`config.mk`:
```
export PLATFORM = sky130hd
export DESIGN_NAME = xoshiro256ss_bounded_rng_unit
export DESIGN_NICKNAME = d
export VERILOG_FILES = /design/src/xsrng_pkg.sv /design/src/xoshiro256ss_bounded_rng_unit.sv
export SDC_FILE = /design/constraint.sdc
export NUM_CORES = 2
export LEC_CHECK = 0
export BUFFER_PORTS_ARGS = -buffer_cell sky130_fd_sc_hd__buf_2
export CAP_MARGIN = 15
export CORE_UTILIZATION = 45
export DETAILED_ROUTE_END_ITERATION = 10
export GPL_TIMING_DRIVEN = 0
export PLACE_DENSITY = 0.73
export SLEW_MARGIN = 10
export SYNTH_ARGS = -nofsm -noshare
export SYNTH_HDL_FRONTEND = slang
export SYNTH_SLANG_ARGS = --single-unit
export TNS_END_PERCENT = 20
```
`constraint.sdc`:
```
create_clock -name clk -period 33.5 [get_ports clk]
set_clock_uncertainty 0.1 [all_clocks]
set_input_delay 1.675 -clock clk [delete_from_list [all_inputs] [get_ports clk]]
set_output_delay 1.675 -clock clk [all_outputs]
set_load 0.01 [all_outputs]
```
`src/xsrng_pkg.sv`:
```
package xsrng_pkg;

  localparam logic [63:0] GOLDEN_STEP = 64'h9e37_79b9_7f4a_7c15;
  localparam logic [63:0] MIX_MUL_A   = 64'hbf58_476d_1ce4_e5b9;
  localparam logic [63:0] MIX_MUL_B   = 64'h94d0_49bb_1331_11eb;

  localparam int UPC_W = 5;
  typedef logic [UPC_W-1:0] upc_t;

  typedef enum logic [1:0] {
    CMD_RESEED,
    CMD_RAW,
    CMD_BOUNDED,
    CMD_UNUSED
  } cmd_t;

  typedef enum logic [4:0] {
    OP_NOP,
    OP_SEED_LOAD,
    OP_SM_ADD,
    OP_XS30,
    OP_XS27,
    OP_MUL0,
    OP_MUL1,
    OP_MUL2,
    OP_SM_STORE,
    OP_NEXT1,
    OP_NEXT2,
    OP_DIV_LOAD_THR,
    OP_DIV_LOAD_VAL,
    OP_DIV_STEP,
    OP_SET_THR,
    OP_EMIT_ZERO,
    OP_EMIT_ERR,
    OP_EMIT_RAW,
    OP_EMIT_REM
  } op_t;

  typedef enum logic [2:0] {
    JMP_NONE,
    JMP_WIDX,
    JMP_CNT,
    JMP_BELOW,
    JMP_ZERO
  } cond_t;

  typedef struct packed {
    op_t   op;
    logic  mul_b;
    cond_t cond;
    upc_t  target;
    logic  last;
  } uword_t;

  // program entry points and branch targets
  localparam upc_t PC_RESEED   = 5'd0;
  localparam upc_t PC_SM_LOOP  = 5'd1;
  localparam upc_t PC_ZERO_END = 5'd11;
  localparam upc_t PC_RAW      = 5'd12;
  localparam upc_t PC_BOUNDED  = 5'd15;
  localparam upc_t PC_DIV_THR  = 5'd16;
  localparam upc_t PC_DRAW     = 5'd18;
  localparam upc_t PC_DIV_VAL  = 5'd22;
  localparam upc_t PC_ERR      = 5'd24;

  function automatic uword_t ucode(upc_t pc);
    uword_t w;
    unique case (pc)
      5'd0:    w = '{OP_SEED_LOAD,    1'b0, JMP_NONE,  PC_RESEED,  1'b0};
      5'd1:    w = '{OP_SM_ADD,       1'b0, JMP_NONE,  PC_RESEED,  1'b0};
      5'd2:    w = '{OP_XS30,         1'b0, JMP_NONE,  PC_RESEED,  1'b0};
      5'd3:    w = '{OP_MUL0,         1'b0, JMP_NONE,  PC_RESEED,  1'b0};
      5'd4:    w = '{OP_MUL1,         1'b0, JMP_NONE,  PC_RESEED,  1'b0};
      5'd5:    w = '{OP_MUL2,         1'b0, JMP_NONE,  PC_RESEED,  1'b0};
      5'd6:    w = '{OP_XS27,         1'b0, JMP_NONE,  PC_RESEED,  1'b0};
      5'd7:    w = '{OP_MUL0,         1'b1, JMP_NONE,  PC_RESEED,  1'b0};
      5'd8:    w = '{OP_MUL1,         1'b1, JMP_NONE,  PC_RESEED,  1'b0};
      5'd9:    w = '{OP_MUL2,         1'b1, JMP_NONE,  PC_RESEED,  1'b0};
      5'd10:   w = '{OP_SM_STORE,     1'b0, JMP_WIDX,  PC_SM_LOOP, 1'b0};
      5'd11:   w = '{OP_EMIT_ZERO,    1'b0, JMP_NONE,  PC_RESEED,  1'b1};
      5'd12:   w = '{OP_NEXT1,        1'b0, JMP_NONE,  PC_RESEED,  1'b0};
      5'd13:   w = '{OP_NEXT2,        1'b0, JMP_NONE,  PC_RESEED,  1'b0};
      5'd14:   w = '{OP_EMIT_RAW,     1'b0, JMP_NONE,  PC_RESEED,  1'b1};
      5'd15:   w = '{OP_DIV_LOAD_THR, 1'b0, JMP_ZERO,  PC_ERR,     1'b0};
      5'd16:   w = '{OP_DIV_STEP,     1'b0, JMP_CNT,   PC_DIV_THR, 1'b0};
      5'd17:   w = '{OP_SET_THR,      1'b0, JMP_NONE,  PC_RESEED,  1'b0};
      5'd18:   w = '{OP_NEXT1,        1'b0, JMP_NONE,  PC_RESEED,  1'b0};
      5'd19:   w = '{OP_NEXT2,        1'b0, JMP_NONE,  PC_RESEED,  1'b0};
      5'd20:   w = '{OP_NOP,          1'b0, JMP_BELOW, PC_DRAW,    1'b0};
      5'd21:   w = '{OP_DIV_LOAD_VAL, 1'b0, JMP_NONE,  PC_RESEED,  1'b0};
      5'd22:   w = '{OP_DIV_STEP,     1'b0, JMP_CNT,   PC_DIV_VAL, 1'b0};
      5'd23:   w = '{OP_EMIT_REM,     1'b0, JMP_NONE,  PC_RESEED,  1'b1};
      5'd24:   w = '{OP_EMIT_ERR,     1'b0, JMP_NONE,  PC_RESEED,  1'b1};
      default: w = '{OP_EMIT_ZERO,    1'b0, JMP_NONE,  PC_RESEED,  1'b1};
    endcase
    return w;
  endfunction

endpackage

```
`src/xoshiro256ss_bounded_rng_unit.sv`:
```
// xoshiro256** generator with splitmix64 seeding and unbiased bounded draws.
// Input channel (s_*): one transfer is one command. s_tuser carries the
// command (reseed, raw draw, bounded draw), s_tdata the bound n.
// Output channel (m_*): one transfer per command. m_tdata is the value, m_tuser
// the status (1: bounded draw with n == 0 rejected, value zero).
// seed_we / seed_wdata load the seed register; only a reseed command uses it.
// Commands run one at a time through a microcoded sequencer with one shared
// 32x32 multiplier and a one-bit-per-cycle restoring divider. A bounded draw
// runs two 64-step modulo passes, one for the rejection threshold and one on
// the accepted draw, plus one draw per attempt; a zero bound is rejected first.
// A reseed runs four splitmix64 rounds of ten steps each, the two
// 64-bit constant multiplies costing three partial-product steps each.
// Reset runs the reseed program on seed zero; s_tready stays low while it
// runs and no result is produced. The result sits in an output register, so
// the next command is taken while it waits; a command finishing while that
// register is still full and m_tready is low waits on its last step.
module xoshiro256ss_bounded_rng_unit (
  input  logic        clk,
  input  logic        rst,
  input  logic        seed_we,
  input  logic [63:0] seed_wdata,
  input  logic        s_tvalid,
  output logic        s_tready,
  input  logic [63:0] s_tdata,   // [63:0] bound
  input  logic [1:0]  s_tuser,   // [1:0] command
  output logic        m_tvalid,
  input  logic        m_tready,
  output logic [63:0] m_tdata,   // [63:0] value
  output logic [0:0]  m_tuser    // [0] status
);
  import xsrng_pkg::*;

  logic        busy;
  logic        init;
  upc_t        pc;
  logic [63:0] seed_value;

  logic [63:0] s [4];
  logic [63:0] seed_run;
  logic [63:0] z;
  logic [63:0] mp;
  logic [31:0] mh;
  logic [1:0]  widx;
  logic [63:0] nreg;
  logic [63:0] dq;
  logic [63:0] rem;
  logic [5:0]  cnt;
  logic [63:0] thr;
  logic [63:0] out_value;
  logic        out_status;

  uword_t      uw;
  logic        accept;
  logic        stall;
  logic        exec;
  logic        jump;
  upc_t        entry;
  logic [63:0] mconst;
  logic [31:0] mx;
  logic [31:0] my;
  logic [63:0] mul_out;
  logic [31:0] hi_sum;
  logic [64:0] trial;
  logic [64:0] trial_sub;
  logic        fits;
  logic [63:0] s1x5;
  logic [63:0] rot7;
  logic [63:0] s2a;
  logic [63:0] s3a;

  assign uw       = ucode(pc);
  assign s_tready = !busy;
  assign accept   = s_tvalid && !busy;
  assign stall    = uw.last && m_tvalid && !m_tready && !init;
  assign exec     = busy && !stall;
  assign m_tdata  = out_value;
  assign m_tuser  = out_status;

  always_comb begin
    unique case (cmd_t'(s_tuser))
      CMD_RESEED:  entry = PC_RESEED;
      CMD_RAW:     entry = PC_RAW;
      CMD_BOUNDED: entry = PC_BOUNDED;
      CMD_UNUSED:  entry = PC_ZERO_END;
      default:     entry = PC_ZERO_END;
    endcase
  end

  always_comb begin
    unique case (uw.cond)
      JMP_NONE:  jump = 1'b0;
      JMP_WIDX:  jump = (widx != '1);
      JMP_CNT:   jump = (cnt != '1);
      JMP_BELOW: jump = (z < thr);
      JMP_ZERO:  jump = (nreg == '0);
      default:   jump = 1'b0;
    endcase
  end

  // shared multiplier: low 64 bits of z * constant in three partial products
  assign mconst = uw.mul_b ? MIX_MUL_B : MIX_MUL_A;
  always_comb begin
    mx = z[63:32];
    my = mconst[31:0];
    if (uw.op == OP_MUL0) begin
      mx = z[31:0];
    end else if (uw.op == OP_MUL1) begin
      mx = z[31:0];
      my = mconst[63:32];
    end
  end
  assign mul_out = {32'd0, mx} * {32'd0, my};
  assign hi_sum  = mp[63:32] + mh + mul_out[31:0];

  assign trial     = {rem, dq[63]};
  assign trial_sub = trial - {1'b0, nreg};
  assign fits      = (trial >= {1'b0, nreg});

  assign s1x5 = s[1] + {s[1][61:0], 2'b00};
  assign rot7 = {z[56:0], z[63:57]};
  assign s2a  = s[2] ^ s[0];
  assign s3a  = s[3] ^ s[1];

  always_ff @(posedge clk) begin
    if (rst) begin
      busy       <= 1'b1;
      init       <= 1'b1;
      pc         <= PC_RESEED;
      m_tvalid   <= 1'b0;
      seed_value <= '0;
    end else begin
      if (seed_we) begin
        seed_value <= seed_wdata;
      end
      if (m_tready) begin
        m_tvalid <= 1'b0;
      end
      if (accept) begin
        busy <= 1'b1;
        pc   <= entry;
      end else if (exec) begin
        if (uw.last) begin
          busy <= 1'b0;
          init <= 1'b0;
          if (!init) begin
            m_tvalid <= 1'b1;
          end
        end else if (jump) begin
          pc <= uw.target;
        end else begin
          pc <= pc + upc_t'(1);
        end
      end
    end
  end

  always_ff @(posedge clk) begin
    if (accept) begin
      nreg <= s_tdata;
    end
    if (exec) begin
      unique case (uw.op)
        OP_SEED_LOAD: begin
          seed_run <= init ? '0 : seed_value;
          widx     <= '0;
        end
        OP_SM_ADD: begin
          seed_run <= seed_run + GOLDEN_STEP;
          z        <= seed_run + GOLDEN_STEP;
        end
        OP_XS30: z <= z ^ (z >> 30);
        OP_XS27: z <= z ^ (z >> 27);
        OP_MUL0: mp <= mul_out;
        OP_MUL1: mh <= mul_out[31:0];
        OP_MUL2: z <= {hi_sum, mp[31:0]};
        OP_SM_STORE: begin
          s[widx] <= z ^ (z >> 31);
          widx    <= widx + 2'd1;
        end
        OP_NEXT1: begin
          z    <= s1x5;
          s[0] <= s[0] ^ s3a;
          s[1] <= s[1] ^ s2a;
          s[2] <= s2a ^ {s[1][46:0], 17'b0};
          s[3] <= {s3a[18:0], s3a[63:19]};
        end
        OP_NEXT2: z <= rot7 + {rot7[60:0], 3'b000};
        OP_DIV_LOAD_THR: begin
          dq  <= '0 - nreg;
          rem <= '0;
          cnt <= '0;
        end
        OP_DIV_LOAD_VAL: begin
          dq  <= z;
          rem <= '0;
          cnt <= '0;
        end
        OP_DIV_STEP: begin
          rem <= fits ? trial_sub[63:0] : trial[63:0];
          dq  <= {dq[62:0], 1'b0};
          cnt <= cnt + 6'd1;
        end
        OP_SET_THR: thr <= rem;
        OP_EMIT_ZERO: begin
          out_value  <= '0;
          out_status <= 1'b0;
        end
        OP_EMIT_ERR: begin
          out_value  <= '0;
          out_status <= 1'b1;
        end
        OP_EMIT_RAW: begin
          out_value  <= z;
          out_status <= 1'b0;
        end
        OP_EMIT_REM: begin
          out_value  <= rem;
          out_status <= 1'b0;
        end
        OP_NOP: ;
        default: ;
      endcase
    end
  end

endmodule

```
==> impl_metrics.toml <==
[job]
drv_cap = 0

[synthesis]
yosys.area_share.simple = 0.1006
yosys.area.top_type_share = 0.2860
synth_xor_area_frac = 0.07559
synthDistinctLibCells = 105
synth_top_family_by_area = "adder cells"
synth-edff-count = 809
synth_warnings = 0
synth_seq_area_share = 0.3063
ys_top_cells_by_area = "edfxtp_1, fa_1, ha_1"
synth_top_area_cell = "edfxtp_1"
ys_ff_latch = 895
synth_area_um2 = 84930
async_flop_share = 0
synth_mux_area_frac = 0.01526
synthesis.nets = 10060
synth_compound_area_frac = 0.1413
yosys.area_share.adder = 0.2943
synthCells = 8439
synth_flop_cell = "edfxtp_1"
avgSynthCellArea_um2 = 10.06

[timing]
rsz0062_at_grt = "false"
finalWorstPathRequiredPeriod_ns = 15.50
finalHoldViolations = 0
max_clock_freq_mhz = 64.50
worst_pin_slew_ns = 1.439
finalSetupViolCount = 0
finalMaxSlewViolations = 0
maxSlewHeadroom = 0.04085
fin_ws_ns = 18.00
fin_tns_setup_ns = 0
hold_slack_ns = 0.3979
timing.final.crit_share = 0.4628

[drt]
drt_wl_total_um = 352500
vias = 69810
drc = 0
drtIter0Drc = 8966
wl_per_cell_um = 30.85
antenna_left = 0
vias_per_cell = 6.110
first_pass_iters = 9

[critical_path]
cp.arrival_ns = 15.86
path_max_fanout = 11
critPathMaxStageDelay_ns = 1.02
critical_path_class = "reg2reg"
cp.required_ns = 33.86
start_kind = "register"
reg2reg_from = "uw[13]"
cp-end-kind = "register"
cp_slowest_cell = "clkbuf_1"
crit_top_cell = "fa_1"
critPathLaunch = "uw[13]"

[floorplan]
rows = 159
core-area_um2 = 187600
die_h_um = 436.4
die_x_um = 436.4
ios = 202
die_area_um2 = 190500
start_util = 0.4527

[placed_design]
gp_congestion = 1.067
dp_hpwl_um = 290900
io_buffers = 200
place_ws_ns = 18.44
place_area_um2 = 90640

[cts]
cts_made_buffers = 100
cts.sinks = 895
clkSlewWorstSetupHoldPaths_ns = 0.07
clockBufferDepth = 3
postCtsResizedCells = 0
cts_hold_buf = 0
clk_latency_ns = 0.76
htree_levels = 3
post-cts-setup-buffers = 0
cts_tree = "built"
cts_root_buf = "clkbuf_16"

[run_status]
status = "finished clean"

[grt]
use_met2 = 0.5501
grt_usage = 0.3646
grt_max_degree = 65
grt-ovfl-total = 0
grt_pass1_wl_um = 497300
first_global_vias = 68580
antenna_found_initial = 20
grt_util_met1 = 0.4705
met3_usage = 0.08600
top_usage_layer = "met2"

[hold_path]
worstHoldStart = "seed_value[44]"
hold_path.class = "reg2reg"

[cells_and_area]
drive_gt1_frac = 0.07120
fill_cells = 17190
syn2layout_area_growth_pct = 10.90
final_nets = 10460
fin_area_um2 = 94190
[cell usage after synthesis (157+ instances only)]
master	instances
o21ai_0	516
edfxtp_1	809
fa_1	856
ha_1	628
clkbuf_1	317
a21o_1	157
a21oi_1	497
nor2_1	721
xor2_1	261
nand2_1	460
inv_1	1132
xnor2_1	472
[layout by cell type (no fill, tap or decap), types with 47 or more instances in the layout]
cell       netlist  layout
a211oi_1        54      53
a21o_1         157     157
a21oi_1        497     491
a22o_1          67      67
a22oi_1         82      82
and2_1          51      51
buf_2           17     221
clkbuf_1       317     322
clkbuf_16        0     104
dfxtp_1         86      86
edfxtp_1       809     809
fa_1           856     856
ha_1           628     628
inv_1         1132    1131
mux2i_1        107     100
nand2_1        460     460
nand2b_1        48      48
nand3_1        104     104
nand3b_1        64      64
nand4_1         71      71
nor2_1         721     717
nor3_1          77      72
o21ai_0        516     515
o21bai_1        50      50
o221ai_1        47      47
xnor2_1        472     472
xor2_1         261     261
[metrics by stage]
step / instances / util
final: 11430 / 0.5021
after global routing: 11410 / 0.5019
after CTS: 11410 / 0.5017
after detailed placement: 11230 / 0.4831
after global placement: 11130 / 0.4747
after floorplan: 8439 / -
[state kept, by name, indices dropped and copies added, names as in the netlist]
name,count
uw,14
pc,5
m_tdata,64
rem,64
m_tuser,1
seed_value,64
mp,64
init,1
nreg,64
seed_run,64
mh,32
cnt,6
thr,64
widx,2
m_tvalid,1
z,64
dq,64
s,256
busy,1
[critical path: cells and delay by family, from the launching register on]
kind	cells	cell delay [ns]
buffers and inverters	11	3.54
adder cells (fa/ha/maj)	12	5.25
AND/OR/NAND/NOR	8	1.63
XOR/XNOR	2	1.31
flip-flops	1	0.34
AO/OA/AOI/OAI	14	3.02
[final timing paths]
path / end / slack, ns / cells after the start
hold reg to reg: seed_value[44] / 0.40 / 2
hold / removal: seed_value[44] / 0.40 / 2
setup / recovery: z[63] / 18.00 / 47
setup reg to reg: z[63] / 18.00 / 47
[final cells by class]
class                   instances  area (um2)  area share
diodes                         12       30.03   0.0003188
inverters                    1145        4304     0.04570
well taps                    2495        3122     0.03314
clock inverters                62       739.5    0.007851
plain buffers                 355        1374     0.01459
repair buffers                296        2431     0.02581
clock buffers                 122        2740     0.02909
multi-input cells            6044       53430      0.5673
flip-flops and latches        895       26020      0.2762
[per-layer routing]
metal	vias to the layer above	wire, um
li1	29760	-
met5	-	80
met3	1004	38190
met2	4311	152600
met1	34730	134200
met4	12	27440
[logic make-up (layout without fill, tap and decap cells)]
family / Yosys count / in the layout
AO/OA/AOI/OAI: 1871 / 1871
AND/OR/NAND/NOR: 1830 / 1830
buffers and inverters: 1500 / 1980
adder cells (fa/ha/maj): 1484 / 1484
flip-flops: 895 / 895
XOR/XNOR: 733 / 733
multiplexers: 126 / 126
other: 0 / 12
Power is left out: the tool's default activity adds up to more than one toggle a clock period on the data nets, which glitch-free logic cannot reach.
